<file path="src/rtl/bpdc_pkg.sv">
// Shared types and constants for the button press duration classifier.
// Used by every module of the block; depends on nothing else.
`default_nettype none

package bpdc_pkg;

    // Default width of each button's hold counter.
    localparam int HOLD_COUNT_BITS_DEF = 16;

    // Configuration port geometry.
    localparam int CFG_DATA_W = 8;
    localparam int CFG_IDX_W  = 2;

    // Configuration register indexes.
    localparam logic [CFG_IDX_W-1:0] CFG_CLICK_MIN = 2'd0;
    localparam logic [CFG_IDX_W-1:0] CFG_HOLD_MIN  = 2'd1;
    localparam logic [CFG_IDX_W-1:0] CFG_OFF_HOLD  = 2'd2;

    // Configuration reset values.
    localparam logic [CFG_DATA_W-1:0] CLICK_MIN_RST = 8'd2;
    localparam logic [CFG_DATA_W-1:0] HOLD_MIN_RST  = 8'd24;
    localparam logic [CFG_DATA_W-1:0] OFF_HOLD_RST  = 8'd98;

    // One input beat: both button levels, 0 pressed, 1 released.
    typedef struct packed {
        logic left_level;
        logic right_level;
    } tick_t;

    // One result beat.
    typedef struct packed {
        logic [7:0] effect_index;
        logic [7:0] palette_index;
        logic       lights_off;
        logic       standby_request;
    } result_t;

    // Current thresholds.
    typedef struct packed {
        logic [CFG_DATA_W-1:0] click_min;
        logic [CFG_DATA_W-1:0] hold_min;
        logic [CFG_DATA_W-1:0] off_hold;
    } cfg_t;

    // What one button did on one tick.
    typedef struct packed {
        logic effect_step;
        logic palette_step;
        logic standby;
        logic off_set;
    } btn_evt_t;

endpackage

`default_nettype wire

</file>
<file path="src/rtl/bpdc_cfg.sv">
// Configuration register file for the button press duration classifier.
// Depends on bpdc_pkg for the register indexes, reset values and cfg_t.
`default_nettype none

module bpdc_cfg
    import bpdc_pkg::*;
(
    input  wire logic                  clk,
    input  wire logic                  rst_n,
    input  wire logic                  cfg_we,
    input  wire logic [CFG_IDX_W-1:0]  cfg_index,
    input  wire logic [CFG_DATA_W-1:0] cfg_data,
    output cfg_t                       cfg
);

    cfg_t cfg_reg;
    cfg_t cfg_next;

    always_comb
    begin
        cfg_next = cfg_reg;
        if (cfg_we)
        begin
            unique case (cfg_index)
                CFG_CLICK_MIN: cfg_next.click_min = cfg_data;
                CFG_HOLD_MIN:  cfg_next.hold_min  = cfg_data;
                CFG_OFF_HOLD:  cfg_next.off_hold  = cfg_data;
                default:       cfg_next = cfg_reg;
            endcase
        end
    end

    always_ff @(posedge clk or negedge rst_n)
    begin
        if (!rst_n)
        begin
            cfg_reg.click_min <= CLICK_MIN_RST;
            cfg_reg.hold_min  <= HOLD_MIN_RST;
            cfg_reg.off_hold  <= OFF_HOLD_RST;
        end
        else
        begin
            cfg_reg <= cfg_next;
        end
    end

    assign cfg = cfg_reg;

endmodule

`default_nettype wire

</file>
<file path="src/rtl/bpdc_button.sv">
// One button's level tracker, saturating hold counter and release classifier.
// Depends on bpdc_pkg for cfg_t and btn_evt_t.
`default_nettype none

module bpdc_button
    import bpdc_pkg::*;
#(
    parameter int HOLD_COUNT_BITS = HOLD_COUNT_BITS_DEF
)
(
    input  wire logic clk,
    input  wire logic rst_n,
    input  wire logic step,
    input  wire logic level,
    input  wire cfg_t cfg,
    output btn_evt_t  evt
);

    logic                       last_level_reg;
    logic                       last_level_next;
    logic [HOLD_COUNT_BITS-1:0] hold_count_reg;
    logic [HOLD_COUNT_BITS-1:0] hold_count_next;
    logic [HOLD_COUNT_BITS-1:0] click_min_w;
    logic [HOLD_COUNT_BITS-1:0] hold_min_w;
    logic [HOLD_COUNT_BITS-1:0] off_hold_w;
    logic                       below_off;
    logic                       below_hold;
    logic                       below_click;

    assign click_min_w = HOLD_COUNT_BITS'(cfg.click_min);
    assign hold_min_w  = HOLD_COUNT_BITS'(cfg.hold_min);
    assign off_hold_w  = HOLD_COUNT_BITS'(cfg.off_hold);

    assign below_off   = hold_count_reg < off_hold_w;
    assign below_hold  = hold_count_reg < hold_min_w;
    assign below_click = hold_count_reg < click_min_w;

    always_comb
    begin
        evt             = '0;
        hold_count_next = hold_count_reg;
        last_level_next = level;
        if (level != last_level_reg)
        begin
            if (!last_level_reg)
            begin
                // Release: the effect window takes priority over the palette window.
                if (below_off && !below_hold)
                begin
                    evt.effect_step = 1'b1;
                end
                else if (below_hold && !below_click)
                begin
                    evt.palette_step = 1'b1;
                end
            end
            else
            begin
                evt.standby     = !below_off;
                hold_count_next = '0;
            end
        end
        else if (!level)
        begin
            evt.off_set = !below_off;
            if (hold_count_reg != '1)
            begin
                hold_count_next = hold_count_reg + 1'b1;
            end
        end
    end

    always_ff @(posedge clk or negedge rst_n)
    begin
        if (!rst_n)
        begin
            last_level_reg <= 1'b0;
            hold_count_reg <= '0;
        end
        else if (step)
        begin
            last_level_reg <= last_level_next;
            hold_count_reg <= hold_count_next;
        end
    end

endmodule

`default_nettype wire

</file>
<file path="src/rtl/button_press_duration_classifier.sv">
// Top level of the button press duration classifier.
// Depends on bpdc_pkg, bpdc_cfg and bpdc_button.
`default_nettype none

// The classifier takes one beat per periodic tick, each carrying the levels of
// two active-low buttons, and returns exactly one result beat for it: the
// effect and palette counters after the tick, the sticky lights-off flag and
// a standby request. A release after a hold of at least hold_min and below
// off_hold steps the effect counter; a release after a hold of at least
// click_min and below hold_min steps the palette counter. The left button
// steps down and the right one steps up, both wrapping at 8 bits. A new press
// clears that button's hold counter and raises standby_request if the hold
// before it reached off_hold; holding at or past off_hold sets lights_off,
// which stays set until reset. After reset both buttons read as pressed, so a
// released level on the first tick counts as a release with a hold of zero.
// Throughput is one tick beat per clock cycle unless the result channel stalls:
// the classification is a few compares and an 8-bit add, done in a single pass
// from the input register to the result register. The input register keeps
// taking a beat while the result register holds a stalled one, so tick_stall
// rises only once both are full. The user writes thresholds through the
// cfg_we port only while no tick is in flight; the block does not enforce it.

module button_press_duration_classifier
    import bpdc_pkg::*;
#(
    parameter int HOLD_COUNT_BITS = HOLD_COUNT_BITS_DEF
)
(
    input  wire logic                  clk,
    input  wire logic                  rst_n,
    // Tick channel.
    input  wire logic                  tick_valid,
    output logic                       tick_stall,
    input  wire tick_t                 tick,
    // Result channel.
    output logic                       result_valid,
    input  wire logic                  result_stall,
    output result_t                    result,
    // Configuration write port.
    input  wire logic                  cfg_we,
    input  wire logic [CFG_IDX_W-1:0]  cfg_index,
    input  wire logic [CFG_DATA_W-1:0] cfg_data
);

    cfg_t     cfg;
    btn_evt_t left_evt;
    btn_evt_t right_evt;

    // Input register stage.
    logic    s1_valid_reg;
    logic    s1_valid_next;
    tick_t   s1_tick_reg;
    logic    tick_accept;
    logic    advance;

    // Shared counters and flag.
    logic [7:0] effect_count_reg;
    logic [7:0] effect_count_next;
    logic [7:0] palette_count_reg;
    logic [7:0] palette_count_next;
    logic       off_flag_reg;
    logic       off_flag_next;

    // Result register stage.
    logic    result_valid_reg;
    logic    result_valid_next;
    result_t result_reg;
    result_t result_next;

    // The input register moves into the result register whenever the result
    // register is empty or its beat is being taken in this cycle.
    assign advance     = s1_valid_reg && (!result_valid_reg || !result_stall);
    assign tick_stall  = s1_valid_reg && !advance;
    assign tick_accept = tick_valid && !tick_stall;

    assign s1_valid_next     = tick_accept || (s1_valid_reg && !advance);
    assign result_valid_next = advance || (result_valid_reg && result_stall);

    bpdc_cfg u_cfg (
        .clk       (clk),
        .rst_n     (rst_n),
        .cfg_we    (cfg_we),
        .cfg_index (cfg_index),
        .cfg_data  (cfg_data),
        .cfg       (cfg)
    );

    bpdc_button #(
        .HOLD_COUNT_BITS (HOLD_COUNT_BITS)
    ) u_left (
        .clk   (clk),
        .rst_n (rst_n),
        .step  (advance),
        .level (s1_tick_reg.left_level),
        .cfg   (cfg),
        .evt   (left_evt)
    );

    bpdc_button #(
        .HOLD_COUNT_BITS (HOLD_COUNT_BITS)
    ) u_right (
        .clk   (clk),
        .rst_n (rst_n),
        .step  (advance),
        .level (s1_tick_reg.right_level),
        .cfg   (cfg),
        .evt   (right_evt)
    );

    // Left steps down and right steps up. Both steps commute under 8-bit wrap,
    // so the left-then-right order of the buttons folds into one sum.
    assign effect_count_next  = effect_count_reg - {7'd0, left_evt.effect_step}
                                + {7'd0, right_evt.effect_step};
    assign palette_count_next = palette_count_reg - {7'd0, left_evt.palette_step}
                                + {7'd0, right_evt.palette_step};
    assign off_flag_next      = off_flag_reg || left_evt.off_set || right_evt.off_set;

    always_comb
    begin
        result_next.effect_index    = effect_count_next;
        result_next.palette_index   = palette_count_next;
        result_next.lights_off      = off_flag_next;
        result_next.standby_request = left_evt.standby || right_evt.standby;
    end

    always_ff @(posedge clk or negedge rst_n)
    begin
        if (!rst_n)
        begin
            s1_valid_reg      <= 1'b0;
            result_valid_reg  <= 1'b0;
            effect_count_reg  <= '0;
            palette_count_reg <= '0;
            off_flag_reg      <= 1'b0;
        end
        else
        begin
            s1_valid_reg     <= s1_valid_next;
            result_valid_reg <= result_valid_next;
            if (advance)
            begin
                effect_count_reg  <= effect_count_next;
                palette_count_reg <= palette_count_next;
                off_flag_reg      <= off_flag_next;
            end
        end
    end

    // Payload registers carry no reset.
    always_ff @(posedge clk)
    begin
        if (tick_accept)
        begin
            s1_tick_reg <= tick;
        end
        if (advance)
        begin
            result_reg <= result_next;
        end
    end

    assign result_valid = result_valid_reg;
    assign result       = result_reg;

`ifndef NO_ASSERTIONS
    // The tick channel stalls only when both stages are full and the result
    // side holds back.
    a_stall_only_when_full: assert property (@(posedge clk) disable iff (!rst_n)
        tick_stall |-> (s1_valid_reg && result_valid_reg && result_stall))
        else $error("tick_stall raised while a stage had room");

    // Once set, the lights-off flag never clears.
    a_off_sticky: assert property (@(posedge clk) disable iff (!rst_n)
        off_flag_reg |=> off_flag_reg)
        else $error("lights-off flag cleared without reset");

    // A beat moved out of the input register shows up as a result next cycle.
    a_advance_to_result: assert property (@(posedge clk) disable iff (!rst_n)
        advance |=> (result_valid_reg && result_reg.lights_off == off_flag_reg))
        else $error("advanced beat missing from the result register");
`endif

endmodule

`default_nettype wire
</file>
<file path="config.mk">
export PLATFORM = sky130hd
export DESIGN_NAME = button_press_duration_classifier
export DESIGN_NICKNAME = d
export VERILOG_FILES = /design/src/rtl/bpdc_pkg.sv /design/src/rtl/bpdc_cfg.sv /design/src/rtl/bpdc_button.sv /design/src/rtl/button_press_duration_classifier.sv
export SDC_FILE = /design/constraint.sdc
export NUM_CORES = 1
export LEC_CHECK = 0
export BUFFER_PORTS_ARGS = -buffer_cell sky130_fd_sc_hd__buf_2
export CAP_MARGIN = 0
export CORE_ASPECT_RATIO = 0.8
export CORE_UTILIZATION = 55
export DETAILED_ROUTE_END_ITERATION = 16
export HOLD_SLACK_MARGIN = 0.1
export PLACE_DENSITY = 0.79
export SYNTH_ARGS = -nofsm -noshare
export SYNTH_HDL_FRONTEND = slang
export SYNTH_HIERARCHICAL = 1
export SYNTH_SLANG_ARGS = --single-unit
</file>
<file path="constraint.sdc">
create_clock -name clk -period 8.3 [get_ports clk]
set_input_delay 1.66 -clock clk [delete_from_list [all_inputs] [get_ports clk]]
set_output_delay 1.66 -clock clk [all_outputs]
set_load 0.03 [all_outputs]
</file>
# Word level (Yosys, flattened, before mapping)
# Index checks and enable logic that the tools add are counted.
# word_totals
register_bits,97
wordCells,96
# op_classes
add_sub_neg,6
magnitude_cmp,6
eq_ne,10
n_mux,24
reduce_logical,32
# op_table
operator,n
2-to-1 mux 16 bit,8
< comparator 16 x 8 -> 1 bit,6
"adder 16 x 1 -> 16 bit, second input constant",2
"inequality test 16 bit, second input constant",2
adder 8 x 1 -> 8 bit,2
subtractor 8 x 1 -> 8 bit,2
2-to-1 mux 1 bit,12
logical NOT 1 bit,10
logical AND 1 bit,8
"inequality test 2 x 1 -> 1 bit, second input constant",4
AND reduction 4 bit,2
logical OR 1 bit,6
2-to-1 mux 3 bit,2
AND reduction 2 bit,3
2-to-1 mux 2 bit,2
nonzero test 2 bit,2
"== test 2 x 1 -> 1 bit, second input constant",1
"== test 2 bit, second input constant",1
logical NOT 2 bit,1
inequality test 1 bit,2

# Depth between registers and ports, before layout
# depth
ltp_word,9
ltp_mapped,17

# Modules after synthesis
# The synthesis kept the hierarchy.
# by_module_without_submodules
module,instances,cells_per_inst,area_per_inst_um2
button_press_duration_classifier,1,191,2095.8
bpdc_button at u_left,1,184,1585.3
bpdc_button at u_right,1,184,1556.5
bpdc_cfg,1,51,919.6

# Least setup slack after synthesis
# No wires, ideal clock.
# synth_path
path_type,input to register
start,in result_stall
end,reg u_left.hold_count_reg[9]
setup_time_ns,0.077
arrival_ns,3.797
setup_slack_ns,4.426
path_stages,9
n_path_buf,2
cell_sequence,nand2_1 -> nand2_1 -> inv_1 -> buf_2 -> buf_2 -> nor3b_4 -> o21ai_4 -> or4_2 -> a21oi_1
# synth_between
elab_chain_len,4
# synth_lines
item,line_no,source
start: declaration,button_press_duration_classifier.sv:37,"input wire logic result_stall,"
logical NOT 1 bit,button_press_duration_classifier.sv:72,assign advance = s1_valid_reg && (!result_valid_reg || !result_stall);
logical OR 1 bit,button_press_duration_classifier.sv:72,
logical AND 1 bit,button_press_duration_classifier.sv:72,
net advance,button_press_duration_classifier.sv:54,logic advance;
AND reduction 4 bit (no source line),-,
end signal: assignment,bpdc_button.sv:83,hold_count_reg <= hold_count_next;
end: declaration,bpdc_button.sv:21,logic [HOLD_COUNT_BITS-1:0] hold_count_reg;
# The timed path passes the listed nets, and every way through them passes these cells.
# A chain may end at the register's enable or synchronous reset.

==> reports/qor.yml <==
status: "complete, no violations"
antenna_found_initial: 0
htreeDepth: 3
num_rows: 34
leakagePower_nw: 3.22
post-cts-setup-buffers: 0
worstMarginPinSlew_ns: 0.996
cts_buffer_depth: 2
cap_viol_max_count: 0
post_cts_resized: 0
grt_pass1_wl_um: 22500
initial_utilization_pct: 56.5
postRouteAntennaNets: 0
maxSlewHeadroom_pct: 33.6
report.final.slew_viol_count: 0
io_pins: 37
hold_viol: 0
synth-edff-count: 20
hp-class: "flop to flop"
ys_seq_elements: 97
vias: 4635
final_common_cell: "inv_1"
intPower_mw: 1.32
clkTransAtPathRegs_ns: 0.06
synth-xor-area-share_pct: 3.13
synth.distinct_cells: 60
pwr-share-clk_pct: 17.1
start_kind: "flop"
ys_warn_count: 6
end_kind: "flop"
r2r_setup_slack_ns: 4.26
power_density_mw_per_mm2: 326
period_share_pct: 48.6
p_seq_share_pct: 35.7
swShare_pct: 40.0
rr_worst_depth: 15
grt_pass1_vias: 4783
dr.pass1.iters: 5
syn2layout_area_growth_pct: 9.08
die_w_um: 120
cts_tree: "done"
synth_async_sr_flop_share_pct: 79.4
die_y_um: 96.6
finalNetCount: 730
power_frac_comb_pct: 47.2
min_from: "palette_count_reg[7]$_DFFE_PN0P_"
synth_top_family_by_area: "simple AND/OR/NAND/NOR gates"
fill_cells: 918
fmax_mhz: 248
yosysTopAreaCellShare_pct: 28.9
port_buffers: 36
yosys.area_share.adder_pct: 13.7
arrival_ns: 4.13
synthMuxAreaShare_pct: 6.24
synthFlopType: "dfrtp_1"
grt_setup_unrepaired: "false"
grt_max_degree: 78
min_to: "palette_count_reg[7]$_DFFE_PN0P_"
reg2reg_to: "result[8]$_DFFE_PP_"
cts_root_buf: "clkbuf_16"
clock_sinks: 97
dp_hpwl_um: 9590
critPathKind: "flop to flop"
routed_wl_um: 13100
die-area_mm2: 0.0116
synth_compound_area_share_pct: 13.8
viasPerCell: 5.82
ff_latch_area_mm2: 0.00253
grt_usage_pct: 24.2
drt_iter0_drc: 271
largest_reg_flops: 24
clk_latency_ns: 0.34
synthesis.nets: 693
post-route-min-period_ns: 4.04
antenna_cells: 0
synth.largest_area_cell: "dfrtp_1"
hold_buffers: 0
ys_top_cells_by_area: "dfrtp_1 (29%), ha_1 (13%), edfxtp_1 (9.8%), mux2_2 (4.9%), inv_1 (4.5%)"
multi_input_area_mm2: 0.00327
drive_above_1_share_pct: 17.3
overflow: 0
whs_path_depth: 1
whs_ns: 0.490
finalPower_mw: 2.19
avgSynthCellArea_um2: 10.1
required_ns: 8.39
syn_inst: 610
final_cell_mix: "inv_1 (73), dfrtp_1 (71), ha_1 (64)"
core_region_area_mm2: 0.0109
power_switching_mw: 0.877
finalWeightedCongestion: 0.906
synth_area_mm2: 0.00616
post-route-drc-count: 0
synth-seq-area-share_pct: 41.2
setup_viol: 0
wl_per_cell_um: 16.4
cts_buffers: 9
r2r_start: "u_cfg/cfg[17]$_DFFE_PN1P_"
skew_ns: 0.00815
synthSimpleGateAreaFrac_pct: 16.4
tns_ns: 0
max-vdd-ir-drop_mv: 0.131
crit_path_max_fanout: 3
-- metal layers --
layer,up-vias,share of wire (%),global-route usage [%]
met5,-,0,0
met4,0,1.3,6.74
met3,20,4.1,4.48
met2,116,49,40.9
met1,2240,45,31.7
li1,2259,-,-
-- cell usage after synthesis, drive strengths merged (10+ instances only) --
master and number:
a21o 16, dfrtp 71, and3 11, xnor2 16, nor4 10, buf 10, mux2 27, nand4 12
nand2b 10, nand2 49, inv 73, edfxtp 20, nand3 17, a211oi 10, o21ai 41, a21oi 24
nor2 30, ha 64
-- power groups by stage --
stage | combinational (mW) | sequential [mW] | clock (mW)
global placement | 0.972 | 0.781 | 0
detailed placement | 1.03 | 0.788 | 0
global route | 1.17 | 0.801 | 0.404
floorplan | 0.743 | 0.829 | 0
CTS | 1.03 | 0.781 | 0.383
finish | 1.04 | 0.782 | 0.375
-- worst max path at each step --
| stage | slack (ns) | from | end |
|---|---|---|---|
| 2_1_floorplan | 4.43 | result_stall | u_left/hold_count_reg[9]$_DFFE_PN0P_ |
| 3_3_place_gp | 4.29 | result_stall | u_left/hold_count_reg[9]$_DFFE_PN0P_ |
| 3_5_place_dp | 4.22 | result_stall | u_left/hold_count_reg[9]$_DFFE_PN0P_ |
| 4_1_cts | 4.27 | u_cfg/cfg[17]$_DFFE_PN1P_ | result[8]$_DFFE_PP_ |
| 5_1_grt | 4.03 | u_cfg/cfg[17]$_DFFE_PN1P_ | result[8]$_DFFE_PP_ |
| 6_report | 4.26 | u_cfg/cfg[17]$_DFFE_PN1P_ | result[8]$_DFFE_PP_ |
-- cell type report --
type	count	area share, %
Tap cell	144	2.68
Clock inverter	6	0.522
Clock buffer	10	3.41
Multi-Input combinational cell	429	48.7
Inverter	73	4.08
Timing Repair Buffer	37	2.83
Sequential cell	97	37.7
-- kinds of logic (layout without fill, tap and decap cells) --
logic type / after synthesis / count (layout)
multiplexers: 35 / 35
AO/OA/AOI/OAI: 126 / 126
buffers and inverters: 84 / 126
flip-flops: 97 / 97
adder cells (fa/ha/maj): 66 / 66
AND/OR/NAND/NOR: 180 / 180
XOR/XNOR: 22 / 22
-- critical path: stages (launching register included) --
cell and delay [ns]:
dfstp_2 0.55, inv_1 0.06, ha_1 0.29, a21o_1 0.12
a211oi_1 0.06, or3_1 0.37, a2111oi_0 0.60, ha_1 0.24
inv_1 0.04, ha_1 0.22, fa_1 0.42, a21o_1 0.17
a21oi_1 0.23, o21bai_1 0.14, a21oi_1 0.19, xnor2_1 0.08
-- through the flow --
stage | util (%) | setup slack, ns | cell area [um^2] | std cells
after floorplan | - | 4.43 | 6160 | 610
after global placement | 59.2 | 4.29 | 6450 | 780
after detailed placement | 59.2 | 4.22 | 6450 | 780
after CTS | 61.7 | 4.27 | 6720 | 796
after global routing | 61.7 | 4.03 | 6720 | 796
final | 61.7 | 4.26 | 6720 | 796
No activity file was read; power rests on OpenSTA's default activity.
